==> src/hw/rtl/crc8cfr_pkg.sv <==
`timescale 1ns / 1ps
`default_nettype none

package crc8cfr_pkg;

	// frame layout: two little-endian words, then the check byte
	localparam int PAYLOAD_BYTES    = 8;
	localparam int BUFFER_BYTES_DEF = 16;
	localparam int POS_W            = $clog2(PAYLOAD_BYTES);
	localparam int COUNT_W          = 5;
	localparam int ERR_W            = 4;
	localparam int IN_TDATA_W       = 8;
	localparam int IN_TUSER_W       = 1 + ERR_W;
	localparam int OUT_TDATA_W      = 72;
	localparam int OUT_TUSER_W      = 1 + ERR_W;
	localparam int OUT_PAD_W        = OUT_TDATA_W - 64 - COUNT_W;

	// reflected CRC-8, LSB first
	localparam logic [7:0] CRC_POLY = 8'h8C;
	localparam logic [7:0] CRC_INIT = 8'h00;

	// error flag positions
	localparam int ERR_PARITY  = 0;
	localparam int ERR_FRAMING = 1;
	localparam int ERR_NOISE   = 2;
	localparam int ERR_OVERRUN = 3;

	typedef struct packed {
		logic [ERR_W-1:0] errors;
		logic             line_idle;
		logic [7:0]       data_byte;
		logic             byte_valid;
	} beat_t;

	typedef struct packed {
		logic [COUNT_W-1:0] bytes_received;
		logic [ERR_W-1:0]   errors_seen;
		logic [31:0]        second_word;
		logic [31:0]        first_word;
		logic               check_ok;
	} result_t;

	// [position][data bit] -> CRC contribution at the end of the payload
	typedef logic [PAYLOAD_BYTES-1:0][7:0][7:0] crc_tbl_t;

	// shift the register over n zero data bits
	function automatic logic [7:0] crc_zero_bits(input logic [7:0] c, input int n);
		logic [7:0] r;
		r = c;
		for (int k = 0; k < n; k++) begin
			r = r[0] ? ((r >> 1) ^ CRC_POLY) : (r >> 1);
		end
		return r;
	endfunction

	// CRC is linear: each payload bit adds a fixed pattern to the final value
	function automatic crc_tbl_t crc_table();
		crc_tbl_t   t;
		logic [7:0] e;
		for (int i = 0; i < PAYLOAD_BYTES; i++) begin
			for (int j = 0; j < 8; j++) begin
				e       = '0;
				e[j]    = 1'b1;
				t[i][j] = crc_zero_bits(e, 8 * (PAYLOAD_BYTES - i));
			end
		end
		return t;
	endfunction

	localparam crc_tbl_t   CRC_TABLE     = crc_table();
	localparam logic [7:0] CRC_INIT_TERM = crc_zero_bits(CRC_INIT, 8 * PAYLOAD_BYTES);

endpackage

`default_nettype wire

==> src/hw/rtl/crc8_checked_frame_receiver_core.sv <==
// Path: an accepted beat waits in the input register; when a line-idle beat advances, its
// frame result is loaded into the result register, which holds it on m_axis until taken.
// Throughput: one input beat per cycle; a line-idle beat waits in the input
// register only while the previous result is still held on m_axis.
// Reset: arst_n clears, asynchronously, the frame store, flags, count and all valids.
`timescale 1ns / 1ps
`default_nettype none

module crc8_checked_frame_receiver_core #(
	parameter int BUFFER_BYTES = crc8cfr_pkg::BUFFER_BYTES_DEF
) (
	input  wire logic                                 clk,
	input  wire logic                                 arst_n,
	input  wire logic                                 s_axis_tvalid,
	output logic                                      s_axis_tready,
	// data_byte[7:0]
	input  wire logic [crc8cfr_pkg::IN_TDATA_W-1:0]   s_axis_tdata,
	// byte_valid[0], parity_error[1], framing_error[2], noise_error[3], overrun_error[4]
	input  wire logic [crc8cfr_pkg::IN_TUSER_W-1:0]   s_axis_tuser,
	// line_idle: end of frame
	input  wire logic                                 s_axis_tlast,
	output logic                                      m_axis_tvalid,
	input  wire logic                                 m_axis_tready,
	// first_word[31:0], second_word[63:32], bytes_received[68:64], zero[71:69]
	output logic [crc8cfr_pkg::OUT_TDATA_W-1:0]       m_axis_tdata,
	// check_ok[0], parity_seen[1], framing_seen[2], noise_seen[3], overrun_seen[4]
	output logic [crc8cfr_pkg::OUT_TUSER_W-1:0]       m_axis_tuser
);
	import crc8cfr_pkg::*;

	beat_t   s_beat;
	beat_t   beat_s1;
	logic    valid_s1;
	logic    advance;
	logic    emit;
	logic    out_free;
	result_t frame_result;
	result_t result_q;

	// unpack the incoming beat
	always_comb begin
		s_beat.byte_valid = s_axis_tuser[0];
		s_beat.data_byte  = s_axis_tdata;
		s_beat.line_idle  = s_axis_tlast;
		s_beat.errors     = s_axis_tuser[IN_TUSER_W-1:1];
	end

	// Non-idle beats only touch the frame state, so they move on even while
	// a result waits on m_axis; an idle beat needs the output register free.
	assign advance = valid_s1 && (!beat_s1.line_idle || out_free);
	assign emit    = advance && beat_s1.line_idle;

	crc8cfr_in_stage u_in (
		.clk      (clk),
		.arst_n   (arst_n),
		.s_valid  (s_axis_tvalid),
		.s_ready  (s_axis_tready),
		.s_beat   (s_beat),
		.advance  (advance),
		.valid_s1 (valid_s1),
		.beat_s1  (beat_s1)
	);

	// byte store, sticky flags, count and running CRC; result built from
	// the state including the current beat
	crc8cfr_frame #(
		.BUFFER_BYTES (BUFFER_BYTES)
	) u_frame (
		.clk     (clk),
		.arst_n  (arst_n),
		.advance (advance),
		.beat    (beat_s1),
		.result  (frame_result)
	);

	crc8cfr_out_stage u_out (
		.clk      (clk),
		.arst_n   (arst_n),
		.load     (emit),
		.d        (frame_result),
		.m_ready  (m_axis_tready),
		.m_valid  (m_axis_tvalid),
		.result_q (result_q),
		.free     (out_free)
	);

	assign m_axis_tdata = {{OUT_PAD_W{1'b0}}, result_q.bytes_received,
	                       result_q.second_word, result_q.first_word};
	assign m_axis_tuser = {result_q.errors_seen, result_q.check_ok};

endmodule

`default_nettype wire

==> src/hw/rtl/crc8cfr_in_stage.sv <==
`timescale 1ns / 1ps
`default_nettype none

module crc8cfr_in_stage (
	input  wire logic                clk,
	input  wire logic                arst_n,
	input  wire logic                s_valid,
	output logic                     s_ready,
	input  wire crc8cfr_pkg::beat_t  s_beat,
	input  wire logic                advance,
	output logic                     valid_s1,
	output crc8cfr_pkg::beat_t       beat_s1
);
	import crc8cfr_pkg::*;

	logic take;

	assign s_ready = !valid_s1 || advance;
	assign take    = s_valid && s_ready;

	always_ff @(posedge clk or negedge arst_n) begin
		if (!arst_n) begin
			valid_s1 <= 1'b0;
		end else if (take) begin
			valid_s1 <= 1'b1;
		end else if (advance) begin
			valid_s1 <= 1'b0;
		end
	end

	always_ff @(posedge clk) begin
		if (take) begin
			beat_s1 <= s_beat;
		end
	end

endmodule

`default_nettype wire

==> src/hw/rtl/crc8cfr_frame.sv <==
`timescale 1ns / 1ps
`default_nettype none

module crc8cfr_frame #(
	parameter int BUFFER_BYTES = crc8cfr_pkg::BUFFER_BYTES_DEF
) (
	input  wire logic                clk,
	input  wire logic                arst_n,
	input  wire logic                advance,
	input  wire crc8cfr_pkg::beat_t  beat,
	output crc8cfr_pkg::result_t     result
);
	import crc8cfr_pkg::*;

	localparam int CNT_W = $clog2(BUFFER_BYTES + 1);

	logic [7:0]       payload_q [PAYLOAD_BYTES];
	logic [7:0]       check_q;
	logic [7:0]       acc_q;
	logic [CNT_W-1:0] idx_q;
	logic [ERR_W-1:0] sticky_q;

	logic [7:0]       payload_next [PAYLOAD_BYTES];
	logic [7:0]       check_next;
	logic [7:0]       acc_next;
	logic [7:0]       contrib;
	logic [CNT_W-1:0] idx_next;
	logic [ERR_W-1:0] sticky_next;
	logic [POS_W-1:0] pos;
	logic             store;
	logic             in_payload;

	always_comb begin
		store      = beat.byte_valid && (idx_q < CNT_W'(BUFFER_BYTES));
		in_payload = store && (idx_q < CNT_W'(PAYLOAD_BYTES));
		pos        = idx_q[POS_W-1:0];

		contrib = '0;
		for (int j = 0; j < 8; j++) begin
			if (beat.data_byte[j]) begin
				contrib = contrib ^ CRC_TABLE[pos][j];
			end
		end

		payload_next = payload_q;
		if (in_payload) begin
			payload_next[pos] = beat.data_byte;
		end

		check_next  = (store && idx_q == CNT_W'(PAYLOAD_BYTES)) ? beat.data_byte : check_q;
		acc_next    = in_payload ? (acc_q ^ contrib) : acc_q;
		idx_next    = store ? (idx_q + CNT_W'(1)) : idx_q;
		sticky_next = sticky_q | beat.errors;
	end

	// missing bytes are zero and add nothing to the CRC
	always_comb begin
		result.check_ok       = (acc_next == check_next);
		result.first_word     = {payload_next[3], payload_next[2],
		                         payload_next[1], payload_next[0]};
		result.second_word    = {payload_next[7], payload_next[6],
		                         payload_next[5], payload_next[4]};
		result.errors_seen    = sticky_next;
		result.bytes_received = COUNT_W'(idx_next);
	end

	always_ff @(posedge clk or negedge arst_n) begin
		if (!arst_n) begin
			for (int i = 0; i < PAYLOAD_BYTES; i++) begin
				payload_q[i] <= '0;
			end
			check_q  <= '0;
			acc_q    <= CRC_INIT_TERM;
			idx_q    <= '0;
			sticky_q <= '0;
		end else if (advance) begin
			if (beat.line_idle) begin
				for (int i = 0; i < PAYLOAD_BYTES; i++) begin
					payload_q[i] <= '0;
				end
				check_q  <= '0;
				acc_q    <= CRC_INIT_TERM;
				idx_q    <= '0;
				sticky_q <= '0;
			end else begin
				payload_q <= payload_next;
				check_q   <= check_next;
				acc_q     <= acc_next;
				idx_q     <= idx_next;
				sticky_q  <= sticky_next;
			end
		end
	end

endmodule

`default_nettype wire

==> src/hw/rtl/crc8cfr_out_stage.sv <==
`timescale 1ns / 1ps
`default_nettype none

module crc8cfr_out_stage (
	input  wire logic                  clk,
	input  wire logic                  arst_n,
	input  wire logic                  load,
	input  wire crc8cfr_pkg::result_t  d,
	input  wire logic                  m_ready,
	output logic                       m_valid,
	output crc8cfr_pkg::result_t       result_q,
	output logic                       free
);
	import crc8cfr_pkg::*;

	assign free = !m_valid || m_ready;

	always_ff @(posedge clk or negedge arst_n) begin
		if (!arst_n) begin
			m_valid <= 1'b0;
		end else if (load) begin
			m_valid <= 1'b1;
		end else if (m_ready) begin
			m_valid <= 1'b0;
		end
	end

	always_ff @(posedge clk) begin
		if (load) begin
			result_q <= d;
		end
	end

endmodule

`default_nettype wire

==> config.mk <==
export PLATFORM = sky130hd
export DESIGN_NAME = crc8_checked_frame_receiver_core
export DESIGN_NICKNAME = d
export VERILOG_FILES = /design/src/hw/rtl/crc8cfr_pkg.sv /design/src/hw/rtl/crc8_checked_frame_receiver_core.sv /design/src/hw/rtl/crc8cfr_in_stage.sv /design/src/hw/rtl/crc8cfr_frame.sv /design/src/hw/rtl/crc8cfr_out_stage.sv
export SDC_FILE = /design/constraint.sdc
export NUM_CORES = 1
export LEC_CHECK = 0
export ABC_CLOCK_PERIOD_IN_PS = 5300
export BUFFER_PORTS_ARGS = -buffer_cell sky130_fd_sc_hd__buf_2
export CAP_MARGIN = 20
export CORE_ASPECT_RATIO = 1.2
export CORE_MARGIN = 4
export CORE_UTILIZATION = 30
export CTS_CLUSTER_DIAMETER = 150
export DETAILED_ROUTE_END_ITERATION = 10
export GPL_TIMING_DRIVEN = 0
export MAX_ROUTING_LAYER = met4
export PLACE_DENSITY_LB_ADDON = 0.25
export SLEW_MARGIN = 20
export SYNTH_ARGS = -nofsm -noshare
export SYNTH_HDL_FRONTEND = slang
export SYNTH_HIERARCHICAL = 1
export SYNTH_SLANG_ARGS = --single-unit
==> constraint.sdc <==
create_clock -name clk -period 5.3 [get_ports clk]
set_input_delay 1.06 -clock clk [delete_from_list [all_inputs] [get_ports clk]]
set_output_delay 1.06 -clock clk [all_outputs]
set_load 0.03 [all_outputs]
==> metrics.txt <==
status finished clean; Final Core Density 35.9%; Setup violations, final 0; Num CTS Buffers 17; post-synthesis simple-gate area fraction 13.0%; Yosys Warn Count 6; Vias/cell 4.96; IO Port Bufs 93; DRC violation count after routing 0; routed wire length 25,000 um; Syn Inst Count 823; Seq pwr share 39.9%; CP startpoint kind register; R2R setup slack 1200 ps; Net Sw Frac 32.2%; core area 29,600 um2; Peak VDD IR 0.199 mV; Commonest cells post-synth 153 x nand2_1, 98 x o21ai_0, 91 x dfrtp_1, 88 x edfxtp_1, 51 x mux2_2; register area share after synthesis 54.7%; Clock Tree Buf Depth 2; Die Area 32,800 um2; final hold violations 0; Post-Synth Adder-Cell Area 1.53%; Post-Syn Area per Cell 10.9 um2; Power Density 400 nW/um2; clock skew 4.81 ps; Sink Count 179; Die Y 198 um; cell area after synthesis 9000 um2; top_reg_cell synth dfrtp_1; unrepaired setup endpoints after global routing no; ANT nets after route 0; Hold-fix buffers, CTS 0; Combinational Power Share 28.7%; RePlAce Congestion 0.832; dpl hpwl 17,100 um; initial antenna violation count 1; nets@finish 968; wire per inst 18.6 um; Synth Area in Compound Gates 13.9%; top cell type's share of synthesized area 29.4%; most area-hungry cell type in the Yosys netlist edfxtp_1; mux cell area share after synthesis 8.09%; Int Pwr 0.00289 W; number of synthesized flops with an enable pin 88; worst-path fanout max 10; row cnt 69; reg2reg end u_out/result_q[0]$_DFFE_PP_; Ports 97; GRT Util Overall 15.7%; XOR/XNOR Fraction of Synth Area 5.46%; Die X 166 um; Yosys reg bits 179; Worst path slowest cell dfrtp_1; setup tns final 0 ps; CTS tree built; gr ovfl total 0; Worst Path Arrival 4350 ps; largest net degree at the start of global routing 64; hold path start u_frame/payload_q[37]$_DFFE_PN0P_; Psw 0.00137 W; Max Freq 244 MHz; max cap viols 0; final slew viol count 0; layout cells sized above 1 22.6%; Final Cycle Share 77.5%; top cells by area, synth edfxtp_1 29%, dfrtp_1 25%, mux2_2 6.4%; Clk pwr share 31.4%; Resize count post-CTS 0; largest family of logic cells by synthesized area compound AO/OA/AOI/OAI gates; R2R cell count 12; clk slew on worst S/H paths 70 ps; Starting Density 30.4%; via count 6,666; most common cell in the netlist nand2_1; Final Critical Period 4100 ps; Reg-to-Reg Start u_frame/idx_q[1]$_DFFE_PN0P_; synth unique cells 67; worst min-delay path class register to register; Crit. End Element register; Root Buffer clkbuf_16; Setup Crit Path Kind register to register; clk_lat worst skew 430 ps; CP required 5540 ps; max incr delay on CP 540 ps; hold-critical path depth 2; Post-synth ARST share 50.8%; crit-path cells clkbuf_1 > inv_1 > ha_1 > buf_2 > buf_2 > nor2_1 > o311ai_0 > o311ai_0 > xnor2_1 > a21oi_1 > nand4b_1 > nor4_2; Worst-Margin Slew 856 ps; Pleak 4.46 nW; hold endpoint u_frame/payload_q[37]$_DFFE_PN0P_; worst hold margin 477 ps; Initial DRT Pass Iterations 5; slew margin rel. 42.9%; H-tree depth 4; setup repair bufs after CTS 0; number of global-route vias before repair 6,518; first-pass GRT wire length 39,000 um; FILL cells 2,955; P&R area growth vs syn 18.3%; DR iter-0 viols 632
## area by class of cell
class	instances	area, um2	area share [%]
Sequential cell	179	4920	46.2
Multi-Input combinational cell	578	3790	35.6
Timing Repair Buffer	95	527	4.95
Tap cell	390	488	4.58
Clock buffer	20	437	4.10
Buffer	56	251	2.36
Clock inverter	12	180	1.69
Inverter	12	45.0	0.423
Antenna cell	1	2.50	0.0235
## state kept, by name, indices dropped and copies added (netlist names)
register and count:
u_out/result_q 74, u_frame/payload_q 64, u_in/beat_s1 14, u_frame/acc_q 8
u_frame/check_q 8, u_frame/idx_q 5, u_frame/sticky_q 4, u_in/valid_s1 1
u_out/m_valid 1
## per-stage QoR
| stage | instances | total power, W | cell area, um2 | setup slack, ps |
|---|---|---|---|---|
| final | 1343 | 0.00426 | 10600 | 1200 |
| after CTS | 1342 | 0.00429 | 10600 | 1170 |
| after global placement | 1308 | 0.00292 | 9960 | 1180 |
| after floorplan | 825 | 0.00261 | 9010 | 2240 |
| after detailed placement | 1310 | 0.00294 | 10000 | 1180 |
| after global routing | 1343 | 0.00447 | 10600 | 904 |
## layout by cell type (no fill, tap or decap), types with 12 or more instances in the layout
master | netlist | final
nor2b_1 | 12 | 12
o21ai_0 | 98 | 98
a21oi_1 | 21 | 21
clkbuf_1 | 31 | 34
o2bb2ai_1 | 16 | 16
dfrtp_1 | 91 | 91
mux2_2 | 51 | 51
mux2i_1 | 14 | 14
xnor2_1 | 34 | 34
nand3_1 | 20 | 20
clkbuf_16 | 0 | 17
a22oi_1 | 15 | 15
nand2_1 | 153 | 153
nand2b_1 | 13 | 13
edfxtp_1 | 88 | 88
buf_2 | 17 | 109
## routing by layer
layer | GRT usage [%] | up-vias | wire [um]
met5 | - | - | 0
met4 | 4.98 | 0 | 510
met3 | 2.96 | 33 | 921
met2 | 25.1 | 171 | 12100
met1 | 20.3 | 3296 | 11500
li1 | - | 3166 | -
## critical path, delay by kind of cell (launching register included)
family	cells	cell delay (ps)
AO/OA/AOI/OAI	3	630
XOR/XNOR	1	420
adder cells (fa/ha/maj)	1	470
buffers and inverters	4	1240
flip-flops	1	540
AND/OR/NAND/NOR	3	600
## power by group through the flow
stage	Sequential, W	Clock [W]	Combinational, W
6_report	0.00170	0.00134	0.00122
5_1_grt	0.00172	0.00144	0.00132
4_1_cts	0.00170	0.00137	0.00122
3_5_place_dp	0.00173	0	0.00121
3_3_place_gp	0.00172	0	0.00120
2_1_floorplan	0.00181	0	0.000802
## logic make-up after synthesis
family | Yosys count
buffers and inverters | 68
adder cells (fa/ha/maj) | 11
multiplexers | 66
AND/OR/NAND/NOR | 248
other | 1
XOR/XNOR | 49
flip-flops | 179
AO/OA/AOI/OAI | 201
## worst max path at each step
stage | startpoint | endpoint | slack [ps]
finish | u_frame/idx_q[1]$_DFFE_PN0P_ | u_out/result_q[0]$_DFFE_PP_ | 1200
global route | u_frame/idx_q[1]$_DFFE_PN0P_ | u_out/result_q[0]$_DFFE_PP_ | 900
CTS | u_frame/idx_q[1]$_DFFE_PN0P_ | u_out/result_q[0]$_DFFE_PP_ | 1170
detailed placement | u_frame/idx_q[1]$_DFFE_PN0P_ | u_out/result_q[0]$_DFFE_PP_ | 1180
global placement | u_frame/idx_q[1]$_DFFE_PN0P_ | u_out/result_q[0]$_DFFE_PP_ | 1180
floorplan | u_frame/idx_q[1]$_DFFE_PN0P_ | u_out/result_q[0]$_DFFE_PP_ | 2240
Note: power is estimated with default switching activity, not from simulation.
